===== src/hw/rtl/rmeu_pkg.sv =====
// ----------------------------------------------------------------------------
// rmeu_pkg
// Types and codes shared by the register machine execute unit.
// ----------------------------------------------------------------------------
`default_nettype none
package rmeu_pkg;

  localparam int OP_W = 4;
  localparam int MODE_W = 2;
  localparam int IN_W = 32;
  localparam int TGT_W = 8;
  localparam int ST_W = 3;
  localparam int PC_W = 9;

  typedef enum logic [3:0] {
    OP_LOAD  = 4'd0,
    OP_STORE = 4'd1,
    OP_ADD   = 4'd2,
    OP_SUB   = 4'd3,
    OP_MUL   = 4'd4,
    OP_DIV   = 4'd5,
    OP_READ  = 4'd6,
    OP_WRITE = 4'd7,
    OP_JUMP  = 4'd8,
    OP_JZERO = 4'd9,
    OP_JGTZ  = 4'd10,
    OP_HALT  = 4'd11
  } op_t;

  localparam logic [1:0] MODE_CONST = 2'd0;
  localparam logic [1:0] MODE_DIRECT = 2'd1;
  localparam logic [1:0] MODE_INDIRECT = 2'd2;
  localparam logic [1:0] MODE_INVALID = 2'd3;

  localparam logic [2:0] ST_OK = 3'd0;
  localparam logic [2:0] ST_HALT = 3'd1;
  localparam logic [2:0] ST_CONST = 3'd2;
  localparam logic [2:0] ST_LABEL = 3'd3;
  localparam logic [2:0] ST_INVALID = 3'd4;
  localparam logic [2:0] ST_DIVZERO = 3'd5;
  localparam logic [2:0] ST_RANGE = 3'd6;

  typedef enum logic [3:0] {
    S_IDLE,
    S_CLEAR,
    S_RD1,
    S_RD1W,
    S_RD2,
    S_RD2W,
    S_EXEC,
    S_MUL,
    S_DIV,
    S_DIVFIX,
    S_DONE
  } state_t;

  typedef enum logic [1:0] {
    ALU_MUL,
    ALU_DIV
  } alu_op_t;

  typedef struct packed {
    logic    start;
    alu_op_t op;
  } alu_ctl_t;

  typedef struct packed {
    logic busy;
    logic done;
  } alu_sts_t;

endpackage
`default_nettype wire


===== src/hw/rtl/rmeu_if.sv =====
// ----------------------------------------------------------------------------
// rmeu_if
// Valid/ready channels of the execute unit.
// ----------------------------------------------------------------------------
`default_nettype none
interface rmeu_in_if;
  logic        valid;
  logic        ready;
  logic [3:0]  operation;
  logic [1:0]  address_mode;
  logic signed [31:0] operand_value;
  logic        label_found;
  logic [7:0]  jump_target;
  logic signed [31:0] input_value;
  modport source (output valid, operation, address_mode, operand_value, label_found,
                  jump_target, input_value, input ready);
  modport sink (input valid, operation, address_mode, operand_value, label_found,
                jump_target, input_value, output ready);
endinterface

interface rmeu_out_if;
  logic        valid;
  logic        ready;
  logic [2:0]  status;
  logic [8:0]  next_pc;
  logic        output_valid;
  logic signed [31:0] output_value;
  logic        stopped;
  logic signed [31:0] accumulator_value;
  modport source (output valid, status, next_pc, output_valid, output_value, stopped,
                  accumulator_value, input ready);
  modport sink (input valid, status, next_pc, output_valid, output_value, stopped,
                accumulator_value, output ready);
endinterface

interface rmeu_cfg_if;
  logic       valid;
  logic       ready;
  logic [8:0] data;
  modport source (output valid, data, input ready);
  modport sink (input valid, data, output ready);
endinterface
`default_nettype wire


===== src/hw/rtl/rmeu_alu.sv =====
// ----------------------------------------------------------------------------
// rmeu_alu
// Bit-serial multiplier and restoring divider (magnitudes, sign fixed after).
// ----------------------------------------------------------------------------
`default_nettype none
module rmeu_alu #(
  parameter int WORD_WIDTH = 32
) (
  input  wire logic                  clk,
  input  wire logic                  rst,
  input  wire rmeu_pkg::alu_ctl_t    ctl,
  input  wire logic [WORD_WIDTH-1:0] a,
  input  wire logic [WORD_WIDTH-1:0] b,
  output rmeu_pkg::alu_sts_t         sts,
  output logic [WORD_WIDTH-1:0]      result
);
  localparam int CW = $clog2(WORD_WIDTH + 1);

  logic [CW-1:0] count;
  logic busy;
  rmeu_pkg::alu_op_t op;
  logic [WORD_WIDTH-1:0] acc;   // product or remainder
  logic [WORD_WIDTH-1:0] sh;    // multiplier bits or dividend/quotient
  logic [WORD_WIDTH-1:0] dv;    // multiplicand or divisor magnitude
  logic neg;
  logic done;
  logic [WORD_WIDTH:0] trial;

  assign trial = {acc, sh[WORD_WIDTH-1]} - {1'b0, dv};

  always_ff @(posedge clk) begin
    if (rst) begin
      busy <= 1'b0;
      done <= 1'b0;
      count <= '0;
    end else begin
      done <= 1'b0;
      if (ctl.start) begin
        busy <= 1'b1;
        count <= CW'(WORD_WIDTH);
        op <= ctl.op;
        acc <= '0;
        if (ctl.op == rmeu_pkg::ALU_MUL) begin
          sh <= b;
          dv <= a;
        end else begin
          sh <= a[WORD_WIDTH-1] ? -a : a;
          dv <= b[WORD_WIDTH-1] ? -b : b;
          neg <= a[WORD_WIDTH-1] ^ b[WORD_WIDTH-1];
        end
      end else if (busy) begin
        if (op == rmeu_pkg::ALU_MUL) begin
          // shift-left form: acc = acc*2 + a when top multiplier bit set
          acc <= (acc << 1) + (sh[WORD_WIDTH-1] ? dv : '0);
          sh <= sh << 1;
        end else begin
          if (!trial[WORD_WIDTH]) begin
            acc <= trial[WORD_WIDTH-1:0];
            sh <= {sh[WORD_WIDTH-2:0], 1'b1};
          end else begin
            acc <= {acc[WORD_WIDTH-2:0], sh[WORD_WIDTH-1]};
            sh <= {sh[WORD_WIDTH-2:0], 1'b0};
          end
        end
        count <= count - 1'b1;
        if (count == CW'(1)) begin
          busy <= 1'b0;
          done <= 1'b1;
        end
      end
    end
  end

  always_comb begin
    if (op == rmeu_pkg::ALU_MUL) result = acc;
    else result = neg ? -sh : sh;
  end

  assign sts.busy = busy;
  assign sts.done = done;
endmodule
`default_nettype wire


===== src/hw/rtl/ram_machine_execute_unit_core.sv =====
// ----------------------------------------------------------------------------
// ram_machine_execute_unit_core
// Execute unit of a random access machine: register file, pc, serial ALU.
// ----------------------------------------------------------------------------
// One decoded instruction is taken on in_ch; one result request leaves on
// out_ch. The unit works on one instruction at a time: in_ch.ready is high
// only while idle. From acceptance the unit steps through S_RD1, S_RD1W and
// S_EXEC to S_DONE with a constant or direct operand; an indirect one with an
// in-range register number adds S_RD2 and, for an in-range pointer, S_RD2W,
// for the extra register file read. MUL and DIV go from S_EXEC through S_MUL
// or S_DIV, one bit per cycle in the shift loop, and S_DIVFIX. The next
// instruction is taken at the earliest in the cycle after the result leaves.
// The result sits in an output register until out_ch.ready; a stalled receiver holds the unit in that state.
// cfg_ch writes program_length (saturated to PROG_DEPTH) and is always ready.
// After reset a clearing pass zeroes the register file, one word a cycle;
// no instruction is accepted during it. The program counter resets to zero
// and program_length to min(PROG_DEPTH, 256).
// ----------------------------------------------------------------------------
`default_nettype none
module ram_machine_execute_unit_core #(
  parameter int DATA_DEPTH = 64,
  parameter int PROG_DEPTH = 256,
  parameter int WORD_WIDTH = 32
) (
  input wire logic clk,
  input wire logic rst,
  rmeu_in_if.sink    in_ch,
  rmeu_out_if.source out_ch,
  rmeu_cfg_if.sink   cfg_ch
);
  localparam int AW = (DATA_DEPTH > 1) ? $clog2(DATA_DEPTH) : 1;
  localparam int OW = 32;
  localparam int PL_RESET = (PROG_DEPTH < 256) ? PROG_DEPTH : 256;
  // a 9-bit length can never exceed 511
  localparam int PL_SAT = (PROG_DEPTH < 511) ? PROG_DEPTH : 511;

  rmeu_pkg::state_t state, state_next;
  logic [WORD_WIDTH-1:0] mem [DATA_DEPTH];
  logic [WORD_WIDTH-1:0] rdata;
  logic [AW-1:0] raddr;
  logic re;
  logic we;
  logic [AW-1:0] waddr;
  logic [WORD_WIDTH-1:0] wdata;
  logic [AW:0] clr;
  logic [8:0] pc;
  logic [8:0] plen;

  logic [3:0] op;
  logic [1:0] mode;
  logic signed [31:0] opnd;
  logic found;
  logic [7:0] tgt;
  logic [WORD_WIDTH-1:0] inval;
  logic [WORD_WIDTH-1:0] acc;
  logic [WORD_WIDTH-1:0] val;
  logic [AW-1:0] addr;

  logic [2:0] r_status;
  logic [8:0] r_npc;
  logic r_ovalid;
  logic [WORD_WIDTH-1:0] r_oval;

  rmeu_pkg::alu_ctl_t alu_ctl;
  rmeu_pkg::alu_sts_t alu_sts;
  logic [WORD_WIDTH-1:0] alu_res;

  rmeu_alu #(.WORD_WIDTH(WORD_WIDTH)) u_alu (
    .clk(clk), .rst(rst), .ctl(alu_ctl), .a(acc), .b(val), .sts(alu_sts),
    .result(alu_res)
  );

  // register-number range checks
  logic opnd_ok;
  logic rd_ok;
  assign opnd_ok = !opnd[31] && (33'(unsigned'(opnd)) < 33'(DATA_DEPTH));
  assign rd_ok = !rdata[WORD_WIDTH-1] &&
                 ((WORD_WIDTH+1)'(rdata) < (WORD_WIDTH+1)'(DATA_DEPTH));

  logic [OW-1:0] opnd_w;
  assign opnd_w = opnd;
  logic [WORD_WIDTH-1:0] opnd_x;
  always_comb begin
    if (WORD_WIDTH <= 32) opnd_x = opnd_w[WORD_WIDTH-1:0];
    else opnd_x = WORD_WIDTH'(signed'(opnd));
  end

  logic acc_zero, acc_pos;
  assign acc_zero = (acc == '0);
  assign acc_pos = !acc[WORD_WIDTH-1] && !acc_zero;

  always_ff @(posedge clk) begin
    if (we) mem[waddr] <= wdata;
    if (re) rdata <= mem[raddr];
  end

  always_ff @(posedge clk) begin
    if (rst) state <= rmeu_pkg::S_CLEAR;
    else state <= state_next;
  end

  assign in_ch.ready = (state == rmeu_pkg::S_IDLE);
  assign cfg_ch.ready = 1'b1;
  assign out_ch.valid = (state == rmeu_pkg::S_DONE);

  always_comb begin
    state_next = state;
    re = 1'b0;
    raddr = '0;
    alu_ctl.start = 1'b0;
    alu_ctl.op = rmeu_pkg::ALU_MUL;
    case (state)
      rmeu_pkg::S_CLEAR: begin
        if (clr == (AW+1)'(DATA_DEPTH - 1)) state_next = rmeu_pkg::S_IDLE;
      end
      rmeu_pkg::S_IDLE: begin
        if (in_ch.valid) state_next = rmeu_pkg::S_RD1;
      end
      rmeu_pkg::S_RD1: begin
        re = 1'b1;
        raddr = opnd_w[AW-1:0];
        state_next = rmeu_pkg::S_RD1W;
      end
      rmeu_pkg::S_RD1W: begin
        if (mode == rmeu_pkg::MODE_INDIRECT && opnd_ok) state_next = rmeu_pkg::S_RD2;
        else state_next = rmeu_pkg::S_EXEC;
      end
      rmeu_pkg::S_RD2: begin
        re = 1'b1;
        raddr = AW'(rdata);
        state_next = rd_ok ? rmeu_pkg::S_RD2W : rmeu_pkg::S_EXEC;
      end
      rmeu_pkg::S_RD2W: state_next = rmeu_pkg::S_EXEC;
      rmeu_pkg::S_EXEC: begin
        state_next = rmeu_pkg::S_DONE;
        if (r_status == rmeu_pkg::ST_OK && pc < plen && op == rmeu_pkg::OP_MUL) begin
          alu_ctl.start = 1'b1;
          state_next = rmeu_pkg::S_MUL;
        end else if (r_status == rmeu_pkg::ST_OK && pc < plen && op == rmeu_pkg::OP_DIV &&
                     val != '0) begin
          alu_ctl.start = 1'b1;
          alu_ctl.op = rmeu_pkg::ALU_DIV;
          state_next = rmeu_pkg::S_DIV;
        end
      end
      rmeu_pkg::S_MUL, rmeu_pkg::S_DIV: begin
        alu_ctl.op = (state == rmeu_pkg::S_DIV) ? rmeu_pkg::ALU_DIV : rmeu_pkg::ALU_MUL;
        if (alu_sts.done) state_next = rmeu_pkg::S_DIVFIX;
      end
      rmeu_pkg::S_DIVFIX: state_next = rmeu_pkg::S_DONE;
      rmeu_pkg::S_DONE: begin
        if (out_ch.ready) state_next = rmeu_pkg::S_IDLE;
      end
      default: state_next = rmeu_pkg::S_IDLE;
    endcase
  end

  // Write port, status decision and accumulator shadow
  always_ff @(posedge clk) begin
    we <= 1'b0;
    if (rst) begin
      clr <= '0;
      pc <= '0;
      plen <= 9'(PL_RESET);
      acc <= '0;
    end else begin
      if (cfg_ch.valid) begin
        plen <= (cfg_ch.data > 9'(PL_SAT)) ? 9'(PL_SAT) : cfg_ch.data;
      end
      case (state)
        rmeu_pkg::S_CLEAR: begin
          we <= 1'b1;
          waddr <= clr[AW-1:0];
          wdata <= '0;
          clr <= clr + 1'b1;
        end
        rmeu_pkg::S_IDLE: begin
          op <= in_ch.operation;
          mode <= in_ch.address_mode;
          opnd <= in_ch.operand_value;
          found <= in_ch.label_found;
          tgt <= in_ch.jump_target;
          inval <= WORD_WIDTH'(signed'(in_ch.input_value));
        end
        // pre-status set while operands are fetched
        rmeu_pkg::S_RD1: begin
          if (op <= rmeu_pkg::OP_WRITE && mode == rmeu_pkg::MODE_INVALID)
            r_status <= rmeu_pkg::ST_INVALID;
          else if (op <= rmeu_pkg::OP_WRITE && mode == rmeu_pkg::MODE_CONST &&
                   (op == rmeu_pkg::OP_STORE || op == rmeu_pkg::OP_READ))
            r_status <= rmeu_pkg::ST_CONST;
          else if (op <= rmeu_pkg::OP_WRITE && mode != rmeu_pkg::MODE_CONST && !opnd_ok)
            r_status <= rmeu_pkg::ST_RANGE;
          else r_status <= rmeu_pkg::ST_OK;
        end
        rmeu_pkg::S_RD1W: begin
          addr <= opnd_w[AW-1:0];
          if (mode == rmeu_pkg::MODE_CONST) val <= opnd_x;
          else val <= rdata;
        end
        rmeu_pkg::S_RD2: begin
          addr <= AW'(rdata);
          if (!rd_ok && r_status == rmeu_pkg::ST_OK && op <= rmeu_pkg::OP_WRITE)
            r_status <= rmeu_pkg::ST_RANGE;
        end
        rmeu_pkg::S_RD2W: val <= rdata;
        rmeu_pkg::S_EXEC: begin
          r_ovalid <= 1'b0;
          r_oval <= '0;
          r_npc <= pc;
          if (pc >= plen) begin
            r_status <= rmeu_pkg::ST_OK;
          end else if (op > rmeu_pkg::OP_HALT) begin
            r_status <= rmeu_pkg::ST_INVALID;
          end else if (op == rmeu_pkg::OP_HALT) begin
            r_status <= rmeu_pkg::ST_HALT;
          end else if (op >= rmeu_pkg::OP_JUMP) begin
            if (!(op == rmeu_pkg::OP_JUMP || (op == rmeu_pkg::OP_JZERO && acc_zero) ||
                  (op == rmeu_pkg::OP_JGTZ && acc_pos))) begin
              r_status <= rmeu_pkg::ST_OK;
              r_npc <= pc + 1'b1;
            end else if (!found) begin
              r_status <= rmeu_pkg::ST_LABEL;
            end else begin
              r_status <= rmeu_pkg::ST_OK;
              r_npc <= {1'b0, tgt};
            end
          end else if (r_status != rmeu_pkg::ST_OK) begin
            // invalid mode, constant or range error already decided
          end else if (op == rmeu_pkg::OP_DIV && val == '0) begin
            r_status <= rmeu_pkg::ST_DIVZERO;
          end else begin
            r_npc <= pc + 1'b1;
            case (op)
              rmeu_pkg::OP_LOAD: begin
                we <= 1'b1; waddr <= '0; wdata <= val; acc <= val;
              end
              rmeu_pkg::OP_STORE: begin
                we <= 1'b1; waddr <= addr; wdata <= acc;
                if (addr == '0) acc <= acc;
              end
              rmeu_pkg::OP_ADD: begin
                we <= 1'b1; waddr <= '0; wdata <= acc + val; acc <= acc + val;
              end
              rmeu_pkg::OP_SUB: begin
                we <= 1'b1; waddr <= '0; wdata <= acc - val; acc <= acc - val;
              end
              rmeu_pkg::OP_READ: begin
                we <= 1'b1; waddr <= addr; wdata <= inval;
                if (addr == '0) acc <= inval;
              end
              rmeu_pkg::OP_WRITE: begin
                r_ovalid <= 1'b1; r_oval <= val;
              end
              default: ;
            endcase
          end
        end
        rmeu_pkg::S_DIVFIX: begin
          we <= 1'b1;
          waddr <= '0;
          wdata <= alu_res;
          acc <= alu_res;
        end
        rmeu_pkg::S_DONE: begin
          if (out_ch.ready) pc <= r_npc;
        end
        default: ;
      endcase
    end
  end

  assign out_ch.status = r_status;
  assign out_ch.next_pc = r_npc;
  assign out_ch.output_valid = r_ovalid;
  assign out_ch.output_value = 32'(signed'(r_oval));
  assign out_ch.stopped = (r_status != rmeu_pkg::ST_OK) || (r_npc >= plen);
  assign out_ch.accumulator_value = 32'(signed'(acc));
endmodule
`default_nettype wire


===== src/flat_wrapper.sv =====
// flat-port wrapper written by rule: the top's interface ports become plain ports
module ram_machine_execute_unit_core_flat 
#(
  parameter int DATA_DEPTH = 64,
  parameter int PROG_DEPTH = 256,
  parameter int WORD_WIDTH = 32
)
  (clk, rst, in_ch_valid, in_ch_operation, in_ch_address_mode, in_ch_operand_value, in_ch_label_found, in_ch_jump_target, in_ch_input_value, in_ch_ready, out_ch_valid, out_ch_status, out_ch_next_pc, out_ch_output_valid, out_ch_output_value, out_ch_stopped, out_ch_accumulator_value, out_ch_ready, cfg_ch_valid, cfg_ch_data, cfg_ch_ready);
  rmeu_in_if in_ch_i ();
  rmeu_out_if out_ch_i ();
  rmeu_cfg_if cfg_ch_i ();
  input wire logic clk;
  input wire logic rst;
  input wire logic [$bits(in_ch_i.valid)-1:0] in_ch_valid;
  input wire logic [$bits(in_ch_i.operation)-1:0] in_ch_operation;
  input wire logic [$bits(in_ch_i.address_mode)-1:0] in_ch_address_mode;
  input wire logic [$bits(in_ch_i.operand_value)-1:0] in_ch_operand_value;
  input wire logic [$bits(in_ch_i.label_found)-1:0] in_ch_label_found;
  input wire logic [$bits(in_ch_i.jump_target)-1:0] in_ch_jump_target;
  input wire logic [$bits(in_ch_i.input_value)-1:0] in_ch_input_value;
  output wire logic [$bits(in_ch_i.ready)-1:0] in_ch_ready;
  output wire logic [$bits(out_ch_i.valid)-1:0] out_ch_valid;
  output wire logic [$bits(out_ch_i.status)-1:0] out_ch_status;
  output wire logic [$bits(out_ch_i.next_pc)-1:0] out_ch_next_pc;
  output wire logic [$bits(out_ch_i.output_valid)-1:0] out_ch_output_valid;
  output wire logic [$bits(out_ch_i.output_value)-1:0] out_ch_output_value;
  output wire logic [$bits(out_ch_i.stopped)-1:0] out_ch_stopped;
  output wire logic [$bits(out_ch_i.accumulator_value)-1:0] out_ch_accumulator_value;
  input wire logic [$bits(out_ch_i.ready)-1:0] out_ch_ready;
  input wire logic [$bits(cfg_ch_i.valid)-1:0] cfg_ch_valid;
  input wire logic [$bits(cfg_ch_i.data)-1:0] cfg_ch_data;
  output wire logic [$bits(cfg_ch_i.ready)-1:0] cfg_ch_ready;
  assign in_ch_i.valid = in_ch_valid;
  assign in_ch_i.operation = in_ch_operation;
  assign in_ch_i.address_mode = in_ch_address_mode;
  assign in_ch_i.operand_value = in_ch_operand_value;
  assign in_ch_i.label_found = in_ch_label_found;
  assign in_ch_i.jump_target = in_ch_jump_target;
  assign in_ch_i.input_value = in_ch_input_value;
  assign in_ch_ready = in_ch_i.ready;
  assign out_ch_valid = out_ch_i.valid;
  assign out_ch_status = out_ch_i.status;
  assign out_ch_next_pc = out_ch_i.next_pc;
  assign out_ch_output_valid = out_ch_i.output_valid;
  assign out_ch_output_value = out_ch_i.output_value;
  assign out_ch_stopped = out_ch_i.stopped;
  assign out_ch_accumulator_value = out_ch_i.accumulator_value;
  assign out_ch_i.ready = out_ch_ready;
  assign cfg_ch_i.valid = cfg_ch_valid;
  assign cfg_ch_i.data = cfg_ch_data;
  assign cfg_ch_ready = cfg_ch_i.ready;
  ram_machine_execute_unit_core #(.DATA_DEPTH(DATA_DEPTH), .PROG_DEPTH(PROG_DEPTH), .WORD_WIDTH(WORD_WIDTH)) u_core (.clk(clk), .rst(rst), .in_ch(in_ch_i), .out_ch(out_ch_i), .cfg_ch(cfg_ch_i));
endmodule

===== config.mk =====
export PLATFORM = sky130hd
export DESIGN_NAME = ram_machine_execute_unit_core_flat
export DESIGN_NICKNAME = d
export VERILOG_FILES = /design/src/hw/rtl/rmeu_pkg.sv /design/src/hw/rtl/rmeu_if.sv /design/src/hw/rtl/rmeu_alu.sv /design/src/hw/rtl/ram_machine_execute_unit_core.sv /design/src/flat_wrapper.sv
export SDC_FILE = /design/constraint.sdc
export NUM_CORES = 2
export LEC_CHECK = 0
export BUFFER_PORTS_ARGS = -buffer_cell sky130_fd_sc_hd__buf_2
export CAP_MARGIN = 0
export CORE_MARGIN = 3
export CORE_UTILIZATION = 55
export DETAILED_ROUTE_END_ITERATION = 8
export PLACE_DENSITY = 0.74
export SYNTH_ARGS = -nofsm -noshare
export SYNTH_HDL_FRONTEND = slang
export SYNTH_SLANG_ARGS = --single-unit

===== constraint.sdc =====
create_clock -name clk -period 11.78 [get_ports clk]
set_input_delay 1.178 -clock clk [delete_from_list [all_inputs] [get_ports clk]]
set_output_delay 1.178 -clock clk [all_outputs]
set_load 0.05 [all_outputs]

==> flow_summary.toml <==
[sta]
drv_slew = 1
tightest_slew_ps = 1496
finalClockSkew_ps = 43.07
hold_viol_final = 0
min_period_ps = 6289
post-route-period-util_pct = 53.39
grt_setup_unrepaired = "no"
fin_ws_ps = 5491
tns_ps = 0
max_freq_mhz = 159.0
setup_viol = 0
worst_slew_margin_rel_pct = -0.3073

[drt]
vias_per_cell = 6.539
postRouteAntennaNets = 0
routed_wl_um = 328100
drt_pass1_iterations = 9
drt_first_iter_violations = 11870
wl_per_cell_um = 27.58
vias = 77800
drc = 0

[power_and_ir_drop]
report.power.total_mw = 20.80
ir_drop_v = 0.0001580
p_leak_nw = 41.30
powerDensity_mw_per_mm2 = 173.7

[logic_synthesis]
synthArstFlopShare_pct = 0
ys_warn_count = 0
yosys_register_bits = 2448
seq_area_frac_synth_pct = 67.18
netlist_area_mm2 = 0.1084
postSynthCellCount = 9089
synth_edf_count = 2378
synth_cell_types = 99
synth_fp_nets = 9337
synth_area_per_cell_um2 = 11.92
synthFlopType = "edfxtp_1"

[run]
maxCapViolations = 3

[layout]
top_register = "u_core.mem"
drive_above_1_share_pct = 9.528
largest_register_ffs = 2048
stdcell_area_mm2 = 0.1198
register_area_mm2 = 0.07281
nets = 9313
multi_input_area_mm2 = 0.03321
fillers = 14790
area.growth.synth_to_final_pct = 10.51

[clock_tree]
cts_tree = "yes"
cts_buffers = 239
post_cts_resized = 0
ctsHoldBuffers = 0
cts_max_level = 4
root_buffer = "clkbuf_16"
postCtsSetupBuffers = 0
cts_max_path_buffers = 3
clk_latency_ps = 890
cts.sinks = 2448
path_clk_slew_ps = 60

[floorplanning]
num_io_pins = 174
die_h_um = 449.9
die_area_mm2 = 0.2024
core_area_mm2 = 0.1954
rows = 162
floorplan.initialDensity_pct = 55.47
die_w_um = 449.9

[placement]
pre_cts_ws_ps = 5671
placed_area_mm2 = 0.1122
gp_congestion = 0.9808
dp_hpwl_um = 189100
portBuffers = 172

[worst_setup_path]
critPathMaxFanout = 79
crit_arrival_ps = 6870
worstPathRequired_ps = 12360
critPathLaunchType = "register"
r2r-start = "u_core.state[1]$_SDFFE_PP0P_"
crit_start = "u_core.state[1]$_SDFFE_PP0P_"
worstSetupPathType = "register to register"
cp-end-kind = "register"

[grt]
grt_max_degree = 186
track_usage_pct = 31.51
grt_pass1_wl_um = 478500
first_global_vias = 73570
antenna_found_initial = 21
grt_remaining_overflow = 0

[status]
violations = "max-capacitance violations, max-slew violations"
run_status = "complete, but fails checks"

[hold_path]
min_path_type = "primary input to register"
holdCritStartpoint = "in_ch_jump_target[3]"
[layout make-up]
class,count,area share (%)
Tap cell,2624,2.741
Clock inverter,141,1.046
Multi-Input combinational cell,5877,27.72
Antenna cell,7,0.01462
Clock buffer,302,5.267
Inverter,145,0.4544
Timing Repair Buffer,354,1.964
Sequential cell,2448,60.79
[per-layer routing]
layer,up-vias,global-route usage [%],wire (µm)
li1,33800,-,-
met1,37980,43.38,122600
met2,5132,48.44,149600
met3,887,5.525,37520
met4,4,16.17,18270
met5,-,0,24
[critical path: stages (launching register included)]
cell      delay (ps)
dfxtp_1          640
nor2b_1          270
and2_1           270
o21ai_4          470
buf_4            600
buf_4            670
buf_4            800
and3_1           280
a311oi_1          60
a311oi_1         330
a21oi_1          110
a211oi_1        1250
a21oi_1           70
[power breakdown]
| part | internal (mW) | switching, mW | total [mW] |
|---|---|---|---|
| clock network | 4.14 | 3.31 | 7.44 |
| registers | 10.4 | 0.186 | 10.5 |
| logic | 0.648 | 2.17 | 2.82 |
[path summary, 6_finish.rpt]
check	slack (ps)	cells past startpoint	end
worst max-delay path	5490	12	u_core.rdata[30]$_DFFE_PN_
worst min-delay path	470	1	u_core.tgt[3]$_DFFE_PP_
worst max register to register	5490	12	u_core.rdata[30]$_DFFE_PN_
worst min register to register	510	2	u_core.clr[6]$_SDFFE_PP0P_
[logic make-up (layout without fill, tap and decap cells)]
group | after synthesis | after routing | share of synthesized area [%]
adder cells (fa/ha/maj) | 155 | 155 | 1.817
buffers and inverters | 764 | 942 | 2.808
AO/OA/AOI/OAI | 1680 | 1680 | 10.82
other | 1 | 8 | 0.003460
flip-flops | 2448 | 2448 | 67.18
multiplexers | 85 | 85 | 0.8393
AND/OR/NAND/NOR | 3796 | 3796 | 15.25
XOR/XNOR | 160 | 160 | 1.293
[Yosys cell counts, types with 58 or more instances]
master / instances / area (µm²)
a31oi_1: 155 / 969.7
nand3_1: 566 / 2833
ha_1: 151 / 1889
and3_1: 268 / 1677
xnor2_1: 82 / 718.2
o21ai_0: 169 / 845.8
a211oi_1: 142 / 1066
nand2_1: 2313 / 8682
clkbuf_1: 451 / 1693
xor2_1: 78 / 683.2
a21oi_1: 365 / 1827
edfxtp_1: 2378 / 71410
buf_2: 119 / 595.6
inv_1: 142 / 533.0
dfxtp_1: 70 / 1401
nor4_1: 58 / 362.9
nor2_1: 325 / 1220
o21ai_1: 65 / 325.3
a311oi_1: 387 / 3390
[cells in the final DEF (no fill, tap or decap), types with 34 or more instances in the layout]
cell / count
nand2_1: 2311
clkinv_1: 51
clkinv_2: 51
nor4_1: 58
a211oi_1: 135
inv_1: 142
ha_1: 151
nor2b_1: 34
nor3_1: 50
mux2_2: 47
o22ai_1: 36
nor2_4: 69
xor2_1: 78
o21ai_0: 169
xnor2_1: 82
and3_1: 268
mux2i_1: 38
nand3_1: 565
a311oi_1: 387
nor2_1: 255
a31oi_1: 154
clkbuf_1: 55
buf_4: 172
dfxtp_1: 70
a21oi_1: 364
a21o_1: 41
edfxtp_1: 2378
buf_2: 172
o21ai_1: 64
o31ai_1: 40
clkbuf_16: 240
[per-stage QoR]
| step | cells | hold WS [ps] | util (%) |
|---|---|---|---|
| 2_1_floorplan | 9089 | 467.0 | - |
| 3_3_place_gp | 11450 | 486.4 | 57.40 |
| 3_5_place_dp | 11450 | 488.0 | 57.41 |
| 4_1_cts | 11890 | 405.3 | 61.28 |
| 5_1_grt | 11890 | 430.1 | 61.29 |
| 6_report | 11900 | 469.3 | 61.30 |
Power figures use the tool's default switching activity.
